$ cat src/breakpoint_table_macros.svh
// assertion macros used by the breakpoint table controller
`ifndef BREAKPOINT_TABLE_MACROS_SVH
`define BREAKPOINT_TABLE_MACROS_SVH

// same-cycle implication on clock, quiet during reset
`define BT_ASSERT_NOW(lbl, ante, cons, msg) \
   lbl: assert property (@(posedge clock) disable iff (reset) (ante) |-> (cons)) else $error(msg);

// next-cycle implication on clock, quiet during reset
`define BT_ASSERT_NEXT(lbl, ante, cons, msg) \
   lbl: assert property (@(posedge clock) disable iff (reset) (ante) |=> (cons)) else $error(msg);

`endif

$ cat src/bt_pkg.sv
// shared constants, codes and control types of the breakpoint table
package bt_pkg;

   localparam int ENTRIES = 16;
   localparam int IDX_W   = (ENTRIES > 1) ? $clog2(ENTRIES) : 1;

   localparam logic [2:0] OP_TOGGLE_EXEC = 3'd0;
   localparam logic [2:0] OP_QUERY_EXEC  = 3'd1;
   localparam logic [2:0] OP_QUERY_COND  = 3'd2;
   localparam logic [2:0] OP_ADD_MEMORY  = 3'd3;
   localparam logic [2:0] OP_SET_ENABLE  = 3'd4;
   localparam logic [2:0] OP_SET_COND    = 3'd5;
   localparam logic [2:0] OP_REMOVE      = 3'd6;
   localparam logic [2:0] OP_CLEAR       = 3'd7;

   localparam logic [1:0] TYPE_EXEC  = 2'd0;
   localparam logic [1:0] TYPE_READ  = 2'd1;
   localparam logic [1:0] TYPE_WRITE = 2'd2;

   localparam logic [15:0] EXEC_SIZE = 16'd2;

   typedef struct packed {
      logic             load;
      logic             scan_start;
      logic             scan_step;
      logic [IDX_W-1:0] scan_idx;
      logic             commit;
   } bt_cmd_type;

endpackage

$ cat src/bt_ctrl.sv
// controller state machine of the breakpoint table
`include "breakpoint_table_macros.svh"

module bt_ctrl import bt_pkg::*; (
   input  logic       clock,
   input  logic       reset,
   input  logic       req_valid,
   output logic       req_stall,
   output logic       rsp_valid,
   input  logic       rsp_stall,
   output bt_cmd_type cmd
);

   localparam logic [1:0] ST_IDLE   = 2'd0;
   localparam logic [1:0] ST_SCAN   = 2'd1;
   localparam logic [1:0] ST_COMMIT = 2'd2;
   localparam logic [1:0] ST_OUT    = 2'd3;

   localparam logic [IDX_W-1:0] LAST_IDX = IDX_W'(ENTRIES - 1);

   logic [1:0]       state_ff, state_in;
   logic [IDX_W-1:0] scan_ff, scan_in;
   logic             req_take;
   logic             scan_last;

   assign req_stall = (state_ff != ST_IDLE);
   assign rsp_valid = (state_ff == ST_OUT);
   assign req_take  = req_valid && !req_stall;
   assign scan_last = (scan_ff == LAST_IDX);

   always_comb begin
      state_in = state_ff;
      scan_in  = scan_ff;
      unique case (state_ff)
         ST_IDLE: begin
            scan_in = '0;
            if (req_take) begin
               state_in = ST_SCAN;
            end
         end
         ST_SCAN: begin
            if (scan_last) begin
               state_in = ST_COMMIT;
            end else begin
               scan_in = scan_ff + 1'b1;
            end
         end
         ST_COMMIT: begin
            state_in = ST_OUT;
         end
         ST_OUT: begin
            if (!rsp_stall) begin
               state_in = ST_IDLE;
            end
         end
         default: begin
            state_in = ST_IDLE;
         end
      endcase
   end

   always_ff @(posedge clock) begin
      if (reset) begin
         state_ff <= ST_IDLE;
         scan_ff  <= '0;
      end else begin
         state_ff <= state_in;
         scan_ff  <= scan_in;
      end
   end

   assign cmd.load       = req_take;
   assign cmd.scan_start = req_take;
   assign cmd.scan_step  = (state_ff == ST_SCAN);
   assign cmd.scan_idx   = scan_ff;
   assign cmd.commit     = (state_ff == ST_COMMIT);

   `BT_ASSERT_NEXT(a_take_scan, req_take, (state_ff == ST_SCAN) && (scan_ff == '0), "scan did not start")
   `BT_ASSERT_NEXT(a_scan_end, (state_ff == ST_SCAN) && scan_last, state_ff == ST_COMMIT, "scan overran")
   `BT_ASSERT_NEXT(a_commit_out, state_ff == ST_COMMIT, rsp_valid, "no response after commit")
   `BT_ASSERT_NOW(a_one_item, rsp_valid, req_stall, "request taken while response pending")

endmodule

$ cat src/bt_datapath.sv
// table storage, scan trackers, counters and response registers
module bt_datapath import bt_pkg::*; (
   input  logic        clock,
   input  logic        reset,
   input  bt_cmd_type  cmd,
   input  logic [2:0]  req_kind,
   input  logic [1:0]  req_cpu_index,
   input  logic [31:0] req_address,
   input  logic [15:0] req_watch_size,
   input  logic        req_access_type,
   input  logic [31:0] req_target_id,
   input  logic        req_flag_value,
   output logic        rsp_found,
   output logic        rsp_added,
   output logic [31:0] rsp_entry_id,
   output logic [1:0]  rsp_entry_cpu,
   output logic        rsp_entry_enabled,
   output logic        rsp_entry_has_condition,
   output logic        rsp_table_full,
   output logic [31:0] rsp_generation
);

   // table
   logic [ENTRIES-1:0] valid_ff;
   logic [31:0]        id_ff   [ENTRIES];
   logic [1:0]         type_ff [ENTRIES];
   logic [1:0]         cpu_ff  [ENTRIES];
   logic [31:0]        addr_ff [ENTRIES];
   logic [15:0]        size_ff [ENTRIES];
   logic [ENTRIES-1:0] en_ff;
   logic [ENTRIES-1:0] cond_ff;

   // captured transaction
   logic [2:0]  op_ff;
   logic [1:0]  cap_cpu_ff;
   logic [31:0] cap_addr_ff;
   logic [15:0] cap_size_ff;
   logic [1:0]  cap_mtype_ff;
   logic [31:0] cap_tid_ff;
   logic        cap_flag_ff;

   // scan trackers
   logic             a_hit_ff, b_hit_ff, free_hit_ff;
   logic [IDX_W-1:0] a_idx_ff, b_idx_ff, free_idx_ff;
   logic [31:0]      a_id_ff, b_id_ff;
   logic [1:0]       a_cpu_ff, b_cpu_ff;
   logic             a_en_ff, b_en_ff, a_cond_ff, b_cond_ff;

   logic [31:0] next_id_ff, gen_ff, gen_in;

   logic [IDX_W-1:0] i;
   logic             v, m_exec, m_cond, m_mem, m_id, m_pri;

   assign i      = cmd.scan_idx;
   assign v      = valid_ff[i];
   assign m_exec = v && type_ff[i] == TYPE_EXEC && cpu_ff[i] == cap_cpu_ff
                   && addr_ff[i] == cap_addr_ff;
   assign m_cond = v && en_ff[i] && type_ff[i] == TYPE_EXEC && addr_ff[i] == cap_addr_ff
                   && cond_ff[i];
   assign m_mem  = v && type_ff[i] == cap_mtype_ff && addr_ff[i] == cap_addr_ff
                   && size_ff[i] == cap_size_ff;
   assign m_id   = v && id_ff[i] == cap_tid_ff;

   always_comb begin
      unique case (op_ff)
         OP_TOGGLE_EXEC, OP_QUERY_EXEC: m_pri = m_exec;
         OP_QUERY_COND:                 m_pri = m_cond;
         OP_ADD_MEMORY:                 m_pri = m_mem;
         OP_SET_ENABLE:                 m_pri = m_id && (en_ff[i] != cap_flag_ff);
         default:                       m_pri = 1'b0;
      endcase
   end

   always_ff @(posedge clock) begin
      if (cmd.load) begin
         op_ff        <= req_kind;
         cap_cpu_ff   <= req_cpu_index;
         cap_addr_ff  <= req_address;
         cap_size_ff  <= req_watch_size;
         cap_mtype_ff <= req_access_type ? TYPE_WRITE : TYPE_READ;
         cap_tid_ff   <= req_target_id;
         cap_flag_ff  <= req_flag_value;
      end
   end

   // lowest id wins, ties to lowest slot since the scan ascends
   always_ff @(posedge clock) begin
      if (cmd.scan_start) begin
         a_hit_ff    <= 1'b0;
         b_hit_ff    <= 1'b0;
         free_hit_ff <= 1'b0;
      end else if (cmd.scan_step) begin
         if (m_pri && (!a_hit_ff || id_ff[i] < a_id_ff)) begin
            a_hit_ff  <= 1'b1;
            a_idx_ff  <= i;
            a_id_ff   <= id_ff[i];
            a_cpu_ff  <= cpu_ff[i];
            a_en_ff   <= en_ff[i];
            a_cond_ff <= cond_ff[i];
         end
         if (m_id && (!b_hit_ff || id_ff[i] < b_id_ff)) begin
            b_hit_ff  <= 1'b1;
            b_idx_ff  <= i;
            b_id_ff   <= id_ff[i];
            b_cpu_ff  <= cpu_ff[i];
            b_en_ff   <= en_ff[i];
            b_cond_ff <= cond_ff[i];
         end
         if (!v && !free_hit_ff) begin
            free_hit_ff <= 1'b1;
            free_idx_ff <= i;
         end
      end
   end

   // commit decode
   logic             ins_en, del_en, en_set, cond_set, clr_all;
   logic [IDX_W-1:0] tgt_idx;
   logic [1:0]       ins_type, ins_cpu;
   logic [15:0]      ins_size;
   logic             found_in, added_in, full_in;
   logic [31:0]      eid_in;
   logic [1:0]       ecpu_in;
   logic             een_in, econd_in;

   always_comb begin
      ins_en   = 1'b0;
      del_en   = 1'b0;
      en_set   = 1'b0;
      cond_set = 1'b0;
      clr_all  = 1'b0;
      tgt_idx  = a_idx_ff;
      ins_type = TYPE_EXEC;
      ins_cpu  = cap_cpu_ff;
      ins_size = EXEC_SIZE;
      found_in = 1'b0;
      added_in = 1'b0;
      full_in  = 1'b0;
      eid_in   = '0;
      ecpu_in  = '0;
      een_in   = 1'b0;
      econd_in = 1'b0;
      gen_in   = gen_ff;
      unique case (op_ff)
         OP_TOGGLE_EXEC, OP_ADD_MEMORY: begin
            if (op_ff == OP_ADD_MEMORY) begin
               ins_type = cap_mtype_ff;
               ins_cpu  = 2'd0;
               ins_size = cap_size_ff;
            end
            if (a_hit_ff) begin
               found_in = 1'b1;
               eid_in   = a_id_ff;
               ecpu_in  = a_cpu_ff;
               een_in   = a_en_ff;
               econd_in = a_cond_ff;
               if (op_ff == OP_TOGGLE_EXEC) begin
                  del_en = 1'b1;
                  gen_in = gen_ff + 32'd1;
               end
            end else if (free_hit_ff) begin
               ins_en   = 1'b1;
               tgt_idx  = free_idx_ff;
               added_in = 1'b1;
               eid_in   = next_id_ff;
               ecpu_in  = ins_cpu;
               een_in   = 1'b1;
               gen_in   = gen_ff + 32'd1;
            end else begin
               full_in = 1'b1;
            end
         end
         OP_QUERY_EXEC, OP_QUERY_COND: begin
            if (a_hit_ff) begin
               found_in = 1'b1;
               eid_in   = a_id_ff;
               ecpu_in  = a_cpu_ff;
               een_in   = a_en_ff;
               econd_in = a_cond_ff;
            end
         end
         OP_SET_ENABLE: begin
            if (a_hit_ff) begin
               en_set   = 1'b1;
               found_in = 1'b1;
               eid_in   = a_id_ff;
               ecpu_in  = a_cpu_ff;
               een_in   = cap_flag_ff;
               econd_in = a_cond_ff;
               gen_in   = gen_ff + 32'd1;
            end else if (b_hit_ff) begin
               found_in = 1'b1;
               eid_in   = b_id_ff;
               ecpu_in  = b_cpu_ff;
               een_in   = b_en_ff;
               econd_in = b_cond_ff;
            end
         end
         OP_SET_COND, OP_REMOVE: begin
            tgt_idx = b_idx_ff;
            if (b_hit_ff) begin
               found_in = 1'b1;
               eid_in   = b_id_ff;
               ecpu_in  = b_cpu_ff;
               een_in   = b_en_ff;
               econd_in = b_cond_ff;
               if (op_ff == OP_SET_COND) begin
                  cond_set = 1'b1;
                  econd_in = cap_flag_ff;
               end else begin
                  del_en = 1'b1;
                  gen_in = gen_ff + 32'd1;
               end
            end
         end
         default: begin
            clr_all = 1'b1;
            if (|valid_ff) begin
               gen_in = gen_ff + 32'd1;
            end
         end
      endcase
   end

   always_ff @(posedge clock) begin
      if (reset) begin
         valid_ff   <= '0;
         next_id_ff <= 32'd1;
         gen_ff     <= '0;
      end else if (cmd.commit) begin
         gen_ff <= gen_in;
         if (clr_all) begin
            valid_ff <= '0;
         end else if (del_en) begin
            valid_ff[tgt_idx] <= 1'b0;
         end else if (ins_en) begin
            valid_ff[tgt_idx] <= 1'b1;
            next_id_ff        <= next_id_ff + 32'd1;
         end
      end
   end

   always_ff @(posedge clock) begin
      if (cmd.commit) begin
         if (ins_en) begin
            id_ff[tgt_idx]   <= next_id_ff;
            type_ff[tgt_idx] <= ins_type;
            cpu_ff[tgt_idx]  <= ins_cpu;
            addr_ff[tgt_idx] <= cap_addr_ff;
            size_ff[tgt_idx] <= ins_size;
            en_ff[tgt_idx]   <= 1'b1;
            cond_ff[tgt_idx] <= 1'b0;
         end
         if (en_set) begin
            en_ff[tgt_idx] <= cap_flag_ff;
         end
         if (cond_set) begin
            cond_ff[tgt_idx] <= cap_flag_ff;
         end
         rsp_found               <= found_in;
         rsp_added               <= added_in;
         rsp_table_full          <= full_in;
         rsp_entry_id            <= eid_in;
         rsp_entry_cpu           <= ecpu_in;
         rsp_entry_enabled       <= een_in;
         rsp_entry_has_condition <= econd_in;
      end
   end

   assign rsp_generation = gen_ff;

endmodule

$ cat src/breakpoint_table.sv
// breakpoint table top level: controller plus datapath
//
// usage
//  - req_* carries one command transaction (kind selects toggle, query,
//    conditional query, add watch, set enable, set condition, remove, clear)
//  - rsp_* returns exactly one result transaction per command
//  - a transaction moves on a rising edge with valid high and stall low
// timing
//  - one command at a time: after acceptance the table is scanned one slot
//    per cycle, then the commit state writes back
//  - rsp_valid rises after the scan and the commit state, so the slot scan
//    sets the wait from acceptance to the result
//  - a new command is accepted the cycle after the result is taken
// reset
//  - synchronous, active high: all slots invalid, next id 1, generation 0
// stalls
//  - while rsp_stall is high the result holds and req_stall stays high
module breakpoint_table import bt_pkg::*; (
   input  logic        clock,
   input  logic        reset,
   input  logic        req_valid,
   output logic        req_stall,
   input  logic [2:0]  req_kind,
   input  logic [1:0]  req_cpu_index,
   input  logic [31:0] req_address,
   input  logic [15:0] req_watch_size,
   input  logic        req_access_type,
   input  logic [31:0] req_target_id,
   input  logic        req_flag_value,
   output logic        rsp_valid,
   input  logic        rsp_stall,
   output logic        rsp_found,
   output logic        rsp_added,
   output logic [31:0] rsp_entry_id,
   output logic [1:0]  rsp_entry_cpu,
   output logic        rsp_entry_enabled,
   output logic        rsp_entry_has_condition,
   output logic        rsp_table_full,
   output logic [31:0] rsp_generation
);

   // command bundle from sequencer to table
   bt_cmd_type cmd;

   bt_ctrl u_ctrl (
      .clock     (clock),
      .reset     (reset),
      .req_valid (req_valid),
      .req_stall (req_stall),
      .rsp_valid (rsp_valid),
      .rsp_stall (rsp_stall),
      .cmd       (cmd)
   );

   // table, lowest-id match trackers and result registers
   bt_datapath u_datapath (
      .clock                   (clock),
      .reset                   (reset),
      .cmd                     (cmd),
      .req_kind                (req_kind),
      .req_cpu_index           (req_cpu_index),
      .req_address             (req_address),
      .req_watch_size          (req_watch_size),
      .req_access_type         (req_access_type),
      .req_target_id           (req_target_id),
      .req_flag_value          (req_flag_value),
      .rsp_found               (rsp_found),
      .rsp_added               (rsp_added),
      .rsp_entry_id            (rsp_entry_id),
      .rsp_entry_cpu           (rsp_entry_cpu),
      .rsp_entry_enabled       (rsp_entry_enabled),
      .rsp_entry_has_condition (rsp_entry_has_condition),
      .rsp_table_full          (rsp_table_full),
      .rsp_generation          (rsp_generation)
   );

endmodule

$ cat config.mk
export PLATFORM = sky130hd
export DESIGN_NAME = breakpoint_table
export DESIGN_NICKNAME = d
export VERILOG_FILES = /design/src/bt_pkg.sv /design/src/bt_ctrl.sv /design/src/bt_datapath.sv /design/src/breakpoint_table.sv
export VERILOG_INCLUDE_DIRS = /design/src /design/src/src
export SDC_FILE = /design/constraint.sdc
export NUM_CORES = 2
export LEC_CHECK = 0
export BUFFER_PORTS_ARGS = -buffer_cell sky130_fd_sc_hd__buf_2
export CORE_AREA = 4 4 343 345
export DETAILED_ROUTE_END_ITERATION = 10
export DIE_AREA = 0 0 347 349
export GPL_ROUTABILITY_DRIVEN = 0
export HOLD_SLACK_MARGIN = 0.03
export PLACE_DENSITY = 0.73
export SYNTH_ARGS = -nofsm -noshare
export SYNTH_HDL_FRONTEND = slang
export SYNTH_HIERARCHICAL = 1
export SYNTH_SLANG_ARGS = --single-unit
$ cat constraint.sdc
create_clock -name clock -period 7 [get_ports clock]
set_input_delay 0 -clock clock [delete_from_list [all_inputs] [get_ports clock]]
set_output_delay 0 -clock clock [all_outputs]
set_load 0.02 [all_outputs]
==> impl_metrics.py <==
metrics = {
    "run_status": {
        "status": "completed",
    },
    "global_route": {
        "antenna_found_initial": 5,
        "grt_pass1_vias": 37900,
        "track_usage_pct": 28.6,
        "grt.overflow.total": 0,
        "grt_max_degree": 103,
        "grt_pass1_wl_um": 253000,
    },
    "critical_path": {
        "critPathLaunchType": "register",
        "crit_family": "simple AND/OR/NAND/NOR gates",
        "critical_path_depth": 14,
        "end_kind": "register",
        "critPathArrivalTime_ps": 6150,
        "path_buf_inv": 2,
        "startpoint": "u_ctrl/scan_ff[0]$_SDFFE_PP0P_",
        "cp_cell_sequence": "nor2b_2 -> buf_4 -> a22oi_1 -> o21ai_0 -> o21ai_0 -> ha_1 -> a21oi_1 -> nor2_1 -> nor4_1 -> a21oi_1 -> o2111ai_1 -> a211oi_1 -> nor3_4 -> buf_4",
        "r2r_setup_slack_ps": 1270,
        "path_class": "reg -> reg",
        "slowest_stage": "nor2b_2",
        "rr_endpoint": "u_datapath/a_id_ff[18]$_DFFE_PP_",
        "path_max_fanout": 34,
        "crit-reg2reg-launch": "u_ctrl/scan_ff[0]$_SDFFE_PP0P_",
        "cp.required_ps": 7420,
        "reg2regPathDepth": 14,
        "slowest_delay_ps": 1200,
        "endpoint": "u_datapath/a_id_ff[18]$_DFFE_PP_",
    },
    "clock_tree": {
        "postCtsSetupRepairBufs": 0,
        "numCtsBuffers": 167,
        "clkLatencyLatePin_ps": 770,
        "clock_path_buffers": 3,
        "tritoncts": "done",
        "cts-resized-gates": 0,
        "h-tree-depth": 4,
        "cts_root_buffer": "clkbuf_16",
        "holdBufCountCts": 177,
        "clkTransAtPathRegs_ps": 60,
        "cts.sinks": 1676,
    },
    "power_and_ir_drop": {
        "power.internal_mw": 17.8,
        "p_per_area_nw_per_um2": 308,
        "power_switching_mw": 6.21,
        "ir_drop_mv": 0.290,
        "comb_power_share_pct": 14.4,
        "swShare_pct": 25.8,
        "total_power_mw": 24.0,
        "leakagePower_nw": 25.5,
        "clock_power_share_pct": 36.1,
        "p_seq_share_pct": 49.5,
    },
    "sta": {
        "min_period_ps": 5730,
        "finalWorstSetupSlack_ps": 1270,
        "setup_tns_ps": 0,
        "finalHoldViolCount": 0,
        "rsz0062_at_grt": "false",
        "clock_skew_ps": 22.3,
        "slew_viol_final": 0,
        "finalSetupViolations": 0,
        "fmax_ghz": 0.175,
        "worstMarginPinSlew_ps": 1350,
        "slew_headroom_pct": 9.46,
        "timing.final.crit_share_pct": 81.9,
    },
    "synth": {
        "yosysWarningCount": 6,
        "synthCells": 3857,
        "synthFlopType": "edfxtp_1",
        "syn_area_um2": 68200,
        "syn_avg_cell_area_um2": 17.7,
        "synth_seq_cells": 1676,
        "synth_edf_count": 1587,
        "synth_cell_types": 75,
        "synth_nets": 4018,
        "ys_async_sr_fraction_pct": 0,
        "seq_area_frac_synth_pct": 72.5,
    },
    "floorplanning": {
        "ios": 164,
        "die_w_um": 347,
        "core_um2": 114000,
        "dieArea_um2": 121000,
        "initial_core_util_pct": 59.7,
        "fp.dieH_um": 349,
        "row_count": 124,
    },
    "flow_run": {
        "max_cap_viol_count": 0,
    },
    "drt": {
        "antenna_left": 0,
        "post_drt_via_cell_ratio": 6.49,
        "dr.pass1.iters": 6,
        "wl_um": 173000,
        "drc": 0,
        "drt_iter0_drc": 4966,
        "num_vias": 38400,
        "routedWlPerCell_um": 29.3,
    },
    "final_layout": {
        "reg_top3": "u_datapath/addr_ff x512, u_datapath/id_ff x512, u_datapath/size_ff x256",
        "drive_above_1_share_pct": 18.2,
        "area_delta_synth_final_pct": 14.5,
        "final_nets": 4425,
        "fin_util_pct": 68.3,
    },
    "min_path": {
        "hp-class": "in -> reg",
    },
    "placed_design": {
        "hpwlAfterDp_um": 96300,
        "port_buffers": 163,
        "dp_slack_ps": 1490,
    },
}
-- cells by family after synthesis --
| family | Yosys count | synth area share [%] |
|---|---|---|
| AO/OA/AOI/OAI | 511 | 4.68 |
| XOR/XNOR | 177 | 2.27 |
| adder cells (fa/ha/maj) | 70 | 1.28 |
| buffers and inverters | 276 | 2.00 |
| flip-flops | 1676 | 72.5 |
| multiplexers | 517 | 12.7 |
| AND/OR/NAND/NOR | 630 | 4.49 |
-- cells in the mapped netlist, drive strengths merged, types with 6 or more instances --
library cell	number	area share (%)
nand3	65	0.48
and3	19	0.18
nor2	161	0.89
and4	6	0.077
o211ai	12	0.13
mux2i	225	3.3
a21o	13	0.14
nor2b	22	0.20
a221oi	11	0.14
nor4bb	6	0.088
xor2	93	1.2
inv	93	0.51
mux4	275	9.2
nand2	183	1.0
nor3	15	0.12
edfxtp	1587	70
buf	116	1.1
a21oi	110	0.81
nand4	39	0.36
o21ai	171	1.3
ha	70	1.3
xnor2	84	1.1
a31oi	13	0.12
nor4	19	0.18
a211o	7	0.090
nand2b	22	0.20
o2111ai	7	0.090
a22oi	113	1.2
mux2	17	0.28
a211oi	18	0.20
and2	32	0.29
or3	25	0.23
clkbuf	65	0.36
dfxtp	89	2.6
-- final cells by class --
cell class / instances / area (µm²)
well taps: 1512 / 1890
clock buffers: 225 / 4610
clock inverters: 82 / 693
diodes: 2 / 5.00
inverters: 94 / 357
multi-input cells: 1905 / 17500
flip-flops and latches: 1676 / 49500
repair buffers: 420 / 3500
fillers: 7314 / 36200
-- metal layers --
metal	up-vias	routed length, µm	global-route usage (%)
li1	16200	-	-
met1	19700	67600	39.8
met2	2093	82500	45.5
met3	415	15600	4.94
met4	8	7670	11.9
met5	-	55	0
-- cells in the final DEF (no fill, tap or decap), types with 16 or more instances in the layout --
master         Yosys  routed
nand4_1           39      39
mux2i_1          224     224
buf_2             54     163
xnor2_1           84      84
nand2b_1          22      22
dfxtp_1           89      85
mux4_2           263     263
a21oi_1          110     110
buf_12             0      25
o21ai_0          167     167
buf_4             32      55
xor2_1            93      93
ha_1              70      69
or3_1             25      25
nor2_1           161     141
clkinv_2           0      25
a22oi_1          113     113
edfxtp_1        1587    1587
clkbuf_16          0     173
nor2b_1           22      19
nor2_4             0      16
clkinv_1           1      33
and3_1            18      18
dlygate4sd3_1      0     177
inv_1             92      89
nand2_1          183     183
mux2_2            17      17
clkbuf_1          64      43
a211oi_1          18      18
and2_1            29      29
nor4_1            18      18
nand3_1           64      64
-- worst min-delay path by stage --
stage / from / to / slack, ps / depth (start not counted)
final: req_target_id[3] / u_datapath/cap_tid_ff[3]$_DFFE_PP_ / 80 / 2
after global routing: req_access_type / u_datapath/cap_mtype_ff[0]$_DFFE_PP_ / 80 / 3
after CTS: req_target_id[3] / u_datapath/cap_tid_ff[3]$_DFFE_PP_ / 30 / 2
after detailed placement: req_target_id[29] / u_datapath/cap_tid_ff[29]$_DFFE_PP_ / 180 / 1
after global placement: req_address[16] / u_datapath/cap_addr_ff[16]$_DFFE_PP_ / 180 / 1
after floorplan: reset / u_ctrl/scan_ff[0]$_SDFFE_PP0P_ / 70 / 1
-- power by group through the flow --
stage / clock (mW) / sequential, mW / combinational (mW)
global placement: 0 / 12.1 / 3.30
CTS: 8.79 / 11.9 / 3.44
floorplan: 0 / 11.9 / 2.30
finish: 8.68 / 11.9 / 3.46
detailed placement: 0 / 12.1 / 3.34
global route: 9.24 / 11.9 / 3.69
-- stage by stage --
stage / cells / instance area (µm²) / hold slack (ps)
final: 5916 / 78000 / 77.1
after global routing: 5914 / 78000 / 78.1
after CTS: 5914 / 78000 / 34.4
after detailed placement: 5430 / 71000 / 178
after global placement: 5430 / 71000 / 176
after floorplan: 3857 / 68200 / 69.1
Power figures use the tool's default switching activity.
